$ cat src/rtl/assert_macros.svh
// assertion helpers shared by the core and divider rtl files
`ifndef ASSERT_MACROS_SVH
`define ASSERT_MACROS_SVH

// expression holds on every clock edge outside reset
`define ASSERT_ALWAYS(label, clk, rst_n, expr, msg) \
    label: assert property (@(posedge clk) disable iff (!rst_n) (expr)) else $error(msg);

// consequent holds in the same cycle as the antecedent
`define ASSERT_SAME(label, clk, rst_n, ante, cons, msg) \
    label: assert property (@(posedge clk) disable iff (!rst_n) (ante) |-> (cons)) \
        else $error(msg);

// consequent holds in the cycle after the antecedent
`define ASSERT_NEXT(label, clk, rst_n, ante, cons, msg) \
    label: assert property (@(posedge clk) disable iff (!rst_n) (ante) |=> (cons)) \
        else $error(msg);

`endif

$ cat src/rtl/rpn_pkg.sv
package rpn_pkg;

    // data path and stack defaults
    localparam int DATA_W        = 8;
    localparam int STACK_DEPTH_DEF = 16;
    localparam int DIV_STEPS     = 8;
    localparam logic [2:0] DIV_LAST_STEP = 3'(DIV_STEPS - 1);

    // token kinds
    localparam logic [2:0] OP_PUSH = 3'd0;
    localparam logic [2:0] OP_ADD  = 3'd1;
    localparam logic [2:0] OP_SUB  = 3'd2;
    localparam logic [2:0] OP_MUL  = 3'd3;
    localparam logic [2:0] OP_DIV  = 3'd4;

    // status codes
    localparam logic [1:0] ST_OK    = 2'd0;
    localparam logic [1:0] ST_UNDER = 2'd1;
    localparam logic [1:0] ST_DIVZ  = 2'd2;
    localparam logic [1:0] ST_OVER  = 2'd3;

    // input request
    typedef struct packed {
        logic [2:0]               op;
        logic signed [DATA_W-1:0] value;
        logic                     last;
    } t_req;

    // output request
    typedef struct packed {
        logic signed [DATA_W-1:0] result;
        logic [1:0]               status;
    } t_rsp;

    // stack cell move
    typedef enum logic [1:0] {
        CELL_HOLD,
        CELL_FROM_UP,
        CELL_FROM_DOWN
    } t_cell_cmd;

    // sequencer states
    typedef enum logic [1:0] {
        S_IDLE,
        S_EXEC,
        S_DIV,
        S_FINISH
    } t_state;

    // divider start
    typedef struct packed {
        logic                     start;
        logic signed [DATA_W-1:0] dividend;
        logic signed [DATA_W-1:0] divisor;
    } t_div_cmd;

    // divider completion
    typedef struct packed {
        logic                     done;
        logic signed [DATA_W-1:0] quot;
    } t_div_rsp;

endpackage

$ cat src/rtl/postfix_expression_evaluator_core.sv
// channel  | direction | handshake                    | payload
// ---------+-----------+------------------------------+--------------------------
// in       | input     | i_in_valid / o_in_stall      | i_in_req  (op, value, last)
// out      | output    | o_out_valid / i_out_stall    | o_out_req (result, status)
//
// an operand or add/subtract/multiply token passes S_IDLE and S_EXEC; a divide also
//   waits in S_DIV on the 8-step restoring divider; a last mark adds S_FINISH to emit
// the stack is a row of shift cells, the top in cell 0, all cells moved together
// i_rst_n is synchronous; it clears sequencer, count, error, divider and handshake state only
// a finished result waits in the output register; a stalled output holds only
//   the next last-marked token, other tokens are still taken

`include "assert_macros.svh"

module postfix_expression_evaluator_core #(
    parameter int STACK_DEPTH = rpn_pkg::STACK_DEPTH_DEF
) (
    input  logic          i_clk,
    input  logic          i_rst_n,
    input  logic          i_in_valid,
    input  rpn_pkg::t_req i_in_req,
    output logic          o_in_stall,
    output logic          o_out_valid,
    output rpn_pkg::t_rsp o_out_req,
    input  logic          i_out_stall
);
    import rpn_pkg::*;

    localparam int CW = $clog2(STACK_DEPTH + 1);

    t_state         r_state, n_state;
    logic [CW-1:0]  r_count, n_count;
    logic [1:0]     r_err, n_err;
    t_req           r_tok;
    logic           r_out_valid;
    t_rsp           r_out;

    t_cell_cmd                top_cmd, rest_cmd;
    logic signed [DATA_W-1:0] top_in;
    logic signed [DATA_W-1:0] w_cell [STACK_DEPTH];
    logic signed [DATA_W-1:0] d_op, e_op;
    logic signed [2*DATA_W-1:0] prod;
    t_div_cmd                 div_cmd;
    t_div_rsp                 div_rsp;
    logic                     in_acc;
    logic                     out_busy;
    logic                     fin_load;
    t_rsp                     fin_rsp;

    // stack cells, top in cell 0
    for (genvar g = 0; g < STACK_DEPTH; g++) begin : g_cell
        logic signed [DATA_W-1:0] up, down;
        t_cell_cmd                cmd;
        if (g == 0) begin : g_top
            assign up  = top_in;
            assign cmd = top_cmd;
        end else begin : g_mid
            assign up  = w_cell[g-1];
            assign cmd = rest_cmd;
        end
        if (g == STACK_DEPTH - 1) begin : g_bot
            assign down = w_cell[g];
        end else begin : g_lower
            assign down = w_cell[g+1];
        end
        rpn_cell u_cell (
            .i_clk  (i_clk),
            .i_cmd  (cmd),
            .i_up   (up),
            .i_down (down),
            .o_data (w_cell[g])
        );
    end

    rpn_div u_div (
        .i_clk   (i_clk),
        .i_rst_n (i_rst_n),
        .i_cmd   (div_cmd),
        .o_rsp   (div_rsp)
    );

    assign d_op       = w_cell[0];
    assign e_op       = w_cell[1];
    assign prod       = (2*DATA_W)'(e_op) * (2*DATA_W)'(d_op);
    assign in_acc     = i_in_valid && (r_state == S_IDLE);
    assign o_in_stall = (r_state != S_IDLE);
    assign out_busy   = r_out_valid && i_out_stall;

    // sequencer: next state, stack moves and error tracking
    always_comb begin
        n_state          = r_state;
        n_count          = r_count;
        n_err            = r_err;
        top_cmd          = CELL_HOLD;
        rest_cmd         = CELL_HOLD;
        top_in           = r_tok.value;
        div_cmd.start    = 1'b0;
        div_cmd.dividend = e_op;
        div_cmd.divisor  = d_op;
        fin_load         = 1'b0;
        fin_rsp.result   = (r_count == '0) ? '0 : w_cell[0];
        fin_rsp.status   = (r_count == '0 && r_err == ST_OK) ? ST_UNDER : r_err;
        unique case (r_state)
            S_IDLE: begin
                if (in_acc) begin
                    n_state = S_EXEC;
                end
            end
            S_EXEC: begin
                n_state = r_tok.last ? S_FINISH : S_IDLE;
                priority if (r_tok.op == OP_PUSH) begin
                    if (r_count == CW'(STACK_DEPTH)) begin
                        if (r_err == ST_OK) n_err = ST_OVER;
                    end else begin
                        top_cmd  = CELL_FROM_UP;
                        rest_cmd = CELL_FROM_UP;
                        n_count  = r_count + CW'(1);
                    end
                end else if (r_tok.op == OP_ADD || r_tok.op == OP_SUB ||
                             r_tok.op == OP_MUL || r_tok.op == OP_DIV) begin
                    if (r_count < CW'(2)) begin
                        if (r_err == ST_OK) n_err = ST_UNDER;
                    end else if (r_tok.op == OP_DIV) begin
                        if (d_op == '0) begin
                            if (r_err == ST_OK) n_err = ST_DIVZ;
                        end else begin
                            div_cmd.start = 1'b1;
                            n_state       = S_DIV;
                        end
                    end else begin
                        // pop two, push the wrapped result
                        top_cmd  = CELL_FROM_UP;
                        rest_cmd = CELL_FROM_DOWN;
                        n_count  = r_count - CW'(1);
                        if (r_tok.op == OP_ADD) begin
                            top_in = e_op + d_op;
                        end else if (r_tok.op == OP_SUB) begin
                            top_in = e_op - d_op;
                        end else begin
                            top_in = prod[DATA_W-1:0];
                        end
                    end
                end else begin
                    // unused codes leave the stack alone
                    n_count = r_count;
                end
            end
            S_DIV: begin
                if (div_rsp.done) begin
                    top_cmd  = CELL_FROM_UP;
                    rest_cmd = CELL_FROM_DOWN;
                    top_in   = div_rsp.quot;
                    n_count  = r_count - CW'(1);
                    n_state  = r_tok.last ? S_FINISH : S_IDLE;
                end
            end
            S_FINISH: begin
                if (!out_busy) begin
                    fin_load = 1'b1;
                    n_count  = '0;
                    n_err    = ST_OK;
                    n_state  = S_IDLE;
                end
            end
            default: begin
                n_state = S_IDLE;
            end
        endcase
    end

    // control registers
    always_ff @(posedge i_clk) begin
        if (!i_rst_n) begin
            r_state     <= S_IDLE;
            r_count     <= '0;
            r_err       <= ST_OK;
            r_out_valid <= 1'b0;
        end else begin
            r_state <= n_state;
            r_count <= n_count;
            r_err   <= n_err;
            if (fin_load) begin
                r_out_valid <= 1'b1;
            end else if (!i_out_stall) begin
                r_out_valid <= 1'b0;
            end
        end
    end

    // payload registers
    always_ff @(posedge i_clk) begin
        if (in_acc) begin
            r_tok <= i_in_req;
        end
        if (fin_load) begin
            r_out <= fin_rsp;
        end
    end

    assign o_out_valid = r_out_valid;
    assign o_out_req   = r_out;

    `ASSERT_ALWAYS(a_count_bound, i_clk, i_rst_n, r_count <= CW'(STACK_DEPTH),
                   "stack count beyond depth")
    `ASSERT_NEXT(a_finish_clears, i_clk, i_rst_n, r_state == S_FINISH && !out_busy,
                 o_out_valid && r_count == '0 && r_err == ST_OK,
                 "finish did not emit and clear")
    `ASSERT_SAME(a_div_in_wait, i_clk, i_rst_n, div_rsp.done, r_state == S_DIV,
                 "divider result outside divide wait")

endmodule

$ cat src/rtl/rpn_cell.sv
module rpn_cell (
    input  logic                              i_clk,
    input  rpn_pkg::t_cell_cmd                i_cmd,
    input  logic signed [rpn_pkg::DATA_W-1:0] i_up,
    input  logic signed [rpn_pkg::DATA_W-1:0] i_down,
    output logic signed [rpn_pkg::DATA_W-1:0] o_data
);
    import rpn_pkg::*;

    logic signed [DATA_W-1:0] r_data;
    logic signed [DATA_W-1:0] n_data;

    // pick the entry from a neighbor or keep it
    always_comb begin
        unique case (i_cmd)
            CELL_FROM_UP:   n_data = i_up;
            CELL_FROM_DOWN: n_data = i_down;
            default:        n_data = r_data;
        endcase
    end

    always_ff @(posedge i_clk) begin
        r_data <= n_data;
    end

    assign o_data = r_data;

endmodule

$ cat src/rtl/rpn_div.sv
`include "assert_macros.svh"

module rpn_div (
    input  logic              i_clk,
    input  logic              i_rst_n,
    input  rpn_pkg::t_div_cmd i_cmd,
    output rpn_pkg::t_div_rsp o_rsp
);
    import rpn_pkg::*;

    logic [DATA_W:0]          r_rem;
    logic [DATA_W-1:0]        r_quo;
    logic [DATA_W-1:0]        r_dvs;
    logic                     r_neg;
    logic [2:0]               r_cnt;
    logic                     r_busy;
    logic                     r_done;
    logic signed [DATA_W-1:0] r_q;

    logic [DATA_W:0]   rem_sh;
    logic              fits;
    logic [DATA_W:0]   n_rem;
    logic [DATA_W-1:0] n_quo;

    // magnitude of a signed byte, -128 maps to 128
    function automatic logic [DATA_W-1:0] mag(input logic signed [DATA_W-1:0] v);
        return v[DATA_W-1] ? DATA_W'(-v) : DATA_W'(v);
    endfunction

    // one restoring step per cycle while busy
    always_comb begin
        rem_sh = {r_rem[DATA_W-1:0], r_quo[DATA_W-1]};
        fits   = rem_sh >= {1'b0, r_dvs};
        n_rem  = fits ? rem_sh - {1'b0, r_dvs} : rem_sh;
        n_quo  = {r_quo[DATA_W-2:0], fits};
    end

    // control
    always_ff @(posedge i_clk) begin
        if (!i_rst_n) begin
            r_busy <= 1'b0;
            r_done <= 1'b0;
            r_cnt  <= '0;
        end else begin
            r_done <= 1'b0;
            if (i_cmd.start) begin
                r_busy <= 1'b1;
                r_cnt  <= '0;
            end else if (r_busy) begin
                r_cnt <= r_cnt + 3'd1;
                if (r_cnt == DIV_LAST_STEP) begin
                    r_busy <= 1'b0;
                    r_done <= 1'b1;
                end
            end
        end
    end

    // data path, quotient truncates toward zero
    always_ff @(posedge i_clk) begin
        if (i_cmd.start) begin
            r_rem <= '0;
            r_quo <= mag(i_cmd.dividend);
            r_dvs <= mag(i_cmd.divisor);
            r_neg <= i_cmd.dividend[DATA_W-1] ^ i_cmd.divisor[DATA_W-1];
        end else if (r_busy) begin
            r_rem <= n_rem;
            r_quo <= n_quo;
            if (r_cnt == DIV_LAST_STEP) begin
                r_q <= r_neg ? DATA_W'(-n_quo) : DATA_W'(n_quo);
            end
        end
    end

    assign o_rsp.done = r_done;
    assign o_rsp.quot = r_q;

    `ASSERT_SAME(a_div_no_restart, i_clk, i_rst_n, i_cmd.start, !r_busy && !r_done, "divider started while busy")

endmodule
$ cat config.mk
export PLATFORM = sky130hd
export DESIGN_NAME = postfix_expression_evaluator_core
export DESIGN_NICKNAME = d
export VERILOG_FILES = /design/src/rtl/rpn_pkg.sv /design/src/rtl/postfix_expression_evaluator_core.sv /design/src/rtl/rpn_cell.sv /design/src/rtl/rpn_div.sv
export VERILOG_INCLUDE_DIRS = /design/src /design/src/rtl
export SDC_FILE = /design/constraint.sdc
export NUM_CORES = 1
export LEC_CHECK = 0
export ABC_AREA = 1
export BUFFER_PORTS_ARGS = -buffer_cell sky130_fd_sc_hd__buf_4
export CORE_MARGIN = 4
export CORE_UTILIZATION = 60
export CTS_BUF_LIST = sky130_fd_sc_hd__clkbuf_4
export CTS_CLUSTER_SIZE = 30
export DETAILED_ROUTE_END_ITERATION = 10
export PLACE_DENSITY_LB_ADDON = 0.08
export SYNTH_ARGS = -nofsm -noshare
export SYNTH_HDL_FRONTEND = slang
export SYNTH_SLANG_ARGS = --single-unit
$ cat constraint.sdc
create_clock -name i_clk -period 8.9 [get_ports i_clk]
set_input_delay 0 -clock i_clk [delete_from_list [all_inputs] [get_ports i_clk]]
set_output_delay 0 -clock i_clk [all_outputs]
set_load 0.01 [all_outputs]
==> results of run 1 <==
[cell usage in the layout, fill, tap and decap left out, types with 4 or more instances in the layout]
master,n
nor3_1,10
o21ai_2,11
xnor2_1,12
o211ai_1,5
o21ai_1,6
xor2_1,24
clkbuf_4,18
a21oi_1,88
buf_4,29
inv_8,4
nand2_4,4
nand3_1,39
dfxtp_1,23
nor2_1,97
inv_6,4
ha_1,55
dlygate4sd3_1,16
a31oi_1,4
inv_1,177
nand4_1,8
inv_2,8
mux2_2,4
a211oi_1,4
edfxtp_1,175
nand2_1,238
o21ai_0,93
fa_1,15
[power breakdown]
group | switching [mW] | internal (mW) | leakage (nW)
registers | 0.0401 | 1.07 | 1.77
logic | 0.268 | 0.156 | 3.07
clock network | 0.326 | 0.150 | 0.141
[what timing repair did]
action | in CTS | in global routing
endpoints found under the hold margin | 49 | 0
gates resized for setup | 0 | 0
hold buffers | 16 | 0
endpoints found under the setup margin | 0 | 0
[routing by layer]
layer | wire length (µm) | global-route usage [%] | up-vias
met5 | 0 | 0 | -
met4 | 478 | 7.266 | 0
met3 | 1193 | 3.373 | 36
met2 | 9939 | 32.72 | 217
met1 | 10950 | 34.88 | 3763
li1 | - | - | 3994
[final cells by class]
type,count,area [µm²],share of cell area [%]
Multi-Input combinational cell,761,4514,37.94
Clock inverter,14,141.4,1.188
Inverter,189,724.4,6.089
Antenna cell,1,2.502,0.02103
Timing Repair Buffer,45,377.9,3.176
Sequential cell,198,5715,48.04
Clock buffer,18,135.1,1.136
Tap cell,229,286.5,2.408
[sequential cells by signal (all words and copies together) (netlist names)]
register,count
g_cell.u_cell.o_data,128
r_tok,12
o_out_req,10
u_div.r_dvs,8
u_div.r_q,8
u_div.r_quo,8
u_div.r_rem,8
r_count,5
u_div.r_cnt,3
r_err,2
r_state,2
o_out_valid,1
u_div.r_busy,1
u_div.r_done,1
u_div.r_neg,1
[logic make-up (layout without fill, tap and decap cells)]
kind of cell	after synthesis	in the layout	share of synthesized area, %
buffers and inverters	233	266	8.381
DFF	198	198	51.25
and+or+nand+nor	418	418	16.41
xor gates and xnor gates	36	36	2.827
AOI/OAI and AO/OA	232	232	11.75
muxes	4	4	0.4039
adders and majority gates	71	71	8.976
other	0	1	0
[stage by stage]
stage | hold WS (ns) | setup WS [ns] | total power [mW]
CTS | 0.07948 | 4.486 | 2.025
finish | 0.1317 | 4.429 | 2.015
detailed placement | 0.1792 | 4.518 | 1.550
global placement | 0.1782 | 4.615 | 1.544
global route | 0.09001 | 4.152 | 2.128
floorplan | 0.09887 | 4.748 | 1.455
[worst reg2reg max path, cell delays in order (launching register included)]
cell	delay [ns]
edfxtp_1	0.60
ha_1	0.25
inv_1	0.09
fa_1	0.54
inv_1	0.04
ha_1	0.29
fa_1	0.56
inv_1	0.06
fa_1	0.53
inv_1	0.05
ha_1	0.34
nand2_1	0.10
nand2_1	0.05
nor2_1	0.10
nand2_1	0.05
nand2_1	0.08
nor2_1	0.04
nor2_1	0.15
inv_1	0.05
nand2_1	0.06
nand3_1	0.07
nand4_1	0.08
a21oi_1	0.07
[worst min-delay path by stage]
stage,start,to,slack (ns)
CTS,i_in_req[0],r_tok[0]$_DFFE_PP_,0.08
global placement,i_in_req[2],r_tok[2]$_DFFE_PP_,0.18
global route,i_in_req[9],r_tok[9]$_DFFE_PP_,0.09
floorplan,i_in_req[0],r_tok[0]$_DFFE_PP_,0.1
detailed placement,i_in_req[4],r_tok[4]$_DFFE_PP_,0.18
finish,i_in_req[0],r_tok[0]$_DFFE_PP_,0.13
==> flow_summary.toml, run 1 <==
[logic_synthesis]
synth_edf_count = 175
avgSynthCellArea_um2 = 9.356
ys.flop_type = "edfxtp_1"
netlist_instances = 1192
netlist_top_cells_area = "edfxtp_1, nand2_1, ha_1, inv_1, o21ai_0"
post-synth-top-area-cell = "edfxtp_1"
async_flop_share_pct = 0
synth_commonest_cells = "nand2_1, inv_1, edfxtp_1, nor2_1, o21ai_0"
ys_ff_latch = 198
synth.most_common_cell = "nand2_1"
netlist_area_mm2 = 0.01115
synth_top_area_share_pct = 47.12
yosysSeqAreaShare_pct = 51.25
synth.net_count = 1279
yosys_warnings = 0
yosysUniqueCellTypes = 56

[grt]
grt_pass1_wl_um = 36940
grt_pass1_vias = 7351
grt_max_degree = 112
antenna_found_initial = 1
grt_use_total_pct = 22.51
overflow = 0

[power_and_ir_drop]
ir_worst_vdd_mv = 0.1049
p_per_area_mw_per_mm2 = 169.3
leakagePower_nw = 4.983

[critical_path]
critPathKind = "flip-flop to flip-flop"
r2r-start = "g_cell[0].u_cell.o_data[3]$_DFFE_PP_"
cp-start-kind = "flip-flop"
r2r-end = "g_cell[0].u_cell.o_data[7]$_DFFE_PP_"
endpoint = "g_cell[0].u_cell.o_data[7]$_DFFE_PP_"
critPathTopFamily = "adder cells"
cp_num_cells = 22
ff2ff_setup_slack_ns = 4.43
slowest_stage = "edfxtp_1"
crit_buf_inv = 5
path_cells = "ha_1 > inv_1 > fa_1 > inv_1 > ha_1 > fa_1 > inv_1 > fa_1 > inv_1 > ha_1 > nand2_1 > nand2_1 > nor2_1 > nand2_1 > nand2_1 > nor2_1 > nor2_1 > inv_1 > nand2_1 > nand3_1 > nand4_1 > a21oi_1"
cp.arrival_ns = 4.80
reg2reg_depth = 22
startpoint = "g_cell[0].u_cell.o_data[3]$_DFFE_PP_"
cp_slowest_stage_delay_ns = 0.60
cp.required_ns = 9.23
cp_max_fo = 8
cp-end-kind = "flip-flop"

[drt]
routed_wl_um = 22560
num_vias = 8010
ant_nets = 0
post-route-drc-count = 0
first_pass_iters = 5
first_iter_violations = 535
via_per_inst = 5.505
detail_route.wl_per_cell_um = 15.51

[final_layout]
areaGrowthSynthToFinish_pct = 6.687
layout.cells.non_filler = 1455
fin_nets = 1299
final_cell_area_mm2 = 0.01190
utilization_pct = 65.56
fill_cells = 1503
layout-drive-gt1-share_pct = 9.469

[floorplanning]
coreArea_mm2 = 0.01815
ios = 28
die_w_um = 144.3
die_area_mm2 = 0.02083
start_util_pct = 61.45
die_h_um = 144.3
placementRows = 49

[clock_network]
cts.reportedPaths.clkPinSlew_ns = 0.17
htree_num_levels = 4
cts_made_buffers = 17
clock_latency_ns = 0.57
clock_path_buffers = 2
cts_sinks = 198
post_cts.repair.setup_buffers = 0
clk_root_buffer_cell = "clkbuf_4"
cts_tree = "yes"

[hold_path]
worstHoldPathCells = 2
hp-class = "primary input to flip-flop"

[outcome]
status = "complete, no violations"

[timing]
hold_viol_final = 0
setup-violations-final = 0
fmax_ghz = 0.2236
finalCritPeriodShare_pct = 50.24
skew_ns = 0.02657
tightestPinTransition_ns = 0.9649
slew_headroom_pct = 35.67
slew_violations = 0
fin_setup_tns_ns = 0
period_needed_ns = 4.471
rsz0062_at_grt = "no"

[placement]
place_area_mm2 = 0.01146
place.gp.congestion = 0.9692
portBuffers = 27
placedCellCount = 1406
hpwl_um = 16160

[run]
drv_cap = 0
(Power assumes the default switching activity.)
==> inputs of run 2 (changes only) <==
CORE_UTILIZATION = 59   (was 60)
clock period = 3.59 ns   (was 8.9 ns; I/O delays follow)
==> run 2 against run 1 <==
Against the previous run: the flow now finishes with violations (negative setup slack); power rose to 2.6 times the previous value; clock skew shrank 0.0032 ns; die area grew 1.6%; global-route usage is 0.12 points higher; count of clock-buffer cells in the layout down 1; largest cell class unchanged.
==> flow_summary.toml, run 2 (synthesis gave the netlist of run 1 again) <==
[outcome]
status = "complete, but fails checks"
violations = "negative setup slack"

[drt]
first_iter_violations = 690
first_pass_iters = 8
via_per_inst = 5.414
ant_nets = 0
post-route-drc-count = 0
detail_route.wl_per_cell_um = 15.51
num_vias = 8197
routed_wl_um = 23490

[grt]
grt_pass1_wl_um = 38600
overflow = 0
grt_max_degree = 59
grt_use_total_pct = 22.62
antenna_found_initial = 1
grt_pass1_vias = 7683

[floorplanning]
ios = 28
placementRows = 50
die_h_um = 145.5
die_area_mm2 = 0.02117
die_w_um = 145.5
coreArea_mm2 = 0.01864
start_util_pct = 59.82

[timing]
finalCritPeriodShare_pct = 112.7
tightestPinTransition_ns = 0.7170
skew_ns = 0.02332
layout_setup_ws_ns = -0.4577
hold_viol_final = 0
slew_violations = 0
fmax_ghz = 0.2471
fin_setup_tns_ns = -0.8407
setup-violations-final = 3
slew_headroom_pct = 51.69
period_needed_ns = 4.048
rsz0062_at_grt = "yes"

[placement]
portBuffers = 27
place.gp.congestion = 0.9644
hpwl_um = 17270
place_ws_ns = -0.3865
placedCellCount = 1453

[final_layout]
utilization_pct = 67.29
layout.cells.non_filler = 1514
layout-drive-gt1-share_pct = 15.40
fin_nets = 1354
final_common_cell = "nand2_1"
final_cell_mix = "nand2_1, edfxtp_1, inv_1"
largest_reg_flops = 128
areaGrowthSynthToFinish_pct = 12.49

[critical_path]
cp_slowest_stage_delay_ns = 0.60
cp_max_fo = 4
slowest_stage = "fa_1"
cp.required_ns = 4.03
critPathTopFamily = "adder cells"
cp-end-kind = "flip-flop"
path_cells = "buf_6 > nand2_4 > fa_2 > inv_2 > fa_1 > fa_1 > inv_2 > fa_1 > inv_2 > ha_4 > nand2_2 > nor2_1 > nor2_1 > nand2_1 > nand2_1 > nand2_1 > inv_1 > nor2_2 > nand3_1 > nand3_2 > nand4_1 > a21oi_2"
crit_buf_inv = 5
critPathKind = "flip-flop to flip-flop"
cp-start-kind = "flip-flop"
cp.arrival_ns = 4.48

[hold_path]
hp-class = "primary input to flip-flop"

[power_and_ir_drop]
power.total_mw = 5.188
p_per_area_mw_per_mm2 = 413.6
leakagePower_nw = 5.286
ir_worst_vdd_mv = 0.2180

[clock_network]
cts.reportedPaths.clkPinSlew_ns = 0.16
clk_root_buffer_cell = "clkbuf_4"
clock_path_buffers = 2
clock_latency_ns = 0.60
cts_tree = "yes"
htree_num_levels = 4
cts_made_buffers = 17
cts_sinks = 198

[run]
drv_cap = 0
run 2: timing repair:
item                       4_1_cts  5_1_grt
setup buffers                    7        6
setup endpoints to repair        4        4
gates resized for setup          9       14
gates cloned                     0        0
hold endpoints to repair        43        0
hold buffers                    16        0
pin swaps                       12       18
run 2: stage by stage:
step / cell area (µm²) / hold slack [ns]
finish: 12540 / 0.1204
floorplan: 11220 / 0.09887
global placement: 11890 / 0.1789
global route: 12540 / 0.07490
CTS: 12440 / 0.07186
detailed placement: 11890 / 0.1797
run 2: worst paths after layout:
| path | start | endpoint | slack, ns | depth (start not counted) |
|---|---|---|---|---|
| setup reg to reg | g_cell[1].u_cell.o_data[3]$_DFFE_PP_ | g_cell[0].u_cell.o_data[7]$_DFFE_PP_ | -0.46 | 22 |
| hold reg to reg | u_div.r_rem[7]$_SDFFE_PP0P_ | u_div.r_rem[7]$_SDFFE_PP0P_ | 0.48 | 2 |
| setup / recovery | g_cell[1].u_cell.o_data[3]$_DFFE_PP_ | g_cell[0].u_cell.o_data[7]$_DFFE_PP_ | -0.46 | 22 |
| hold / removal | i_in_req[9] | r_tok[9]$_DFFE_PP_ | 0.12 | 2 |
run 2: report_power, final:
group	internal [mW]	total, mW	switching [mW]	leakage (nW)
logic	0.473	1.21	0.734	3.35
clock network	0.387	1.24	0.850	0.162
registers	2.66	2.74	0.0828	1.77
total	3.52	5.19	1.67	5.29
run 2: layer usage:
metal	up-vias	GRT usage [%]	wire, µm
li1	4124	-	-
met2	207	34.84	10670
met1	3834	33.94	11430
met4	0	5.413	378
met5	-	0	0
met3	32	3.737	1011
run 2: layout make-up:
type | instances | area [µm²]
Antenna cell | 1 | 2.502
Clock buffer | 17 | 127.6
Clock inverter | 14 | 180.2
Fill cell | 1513 | 6098
Inverter | 189 | 725.7
Multi-Input combinational cell | 761 | 4636
Sequential cell | 198 | 5715
Tap cell | 234 | 292.8
Timing Repair Buffer | 100 | 864.6
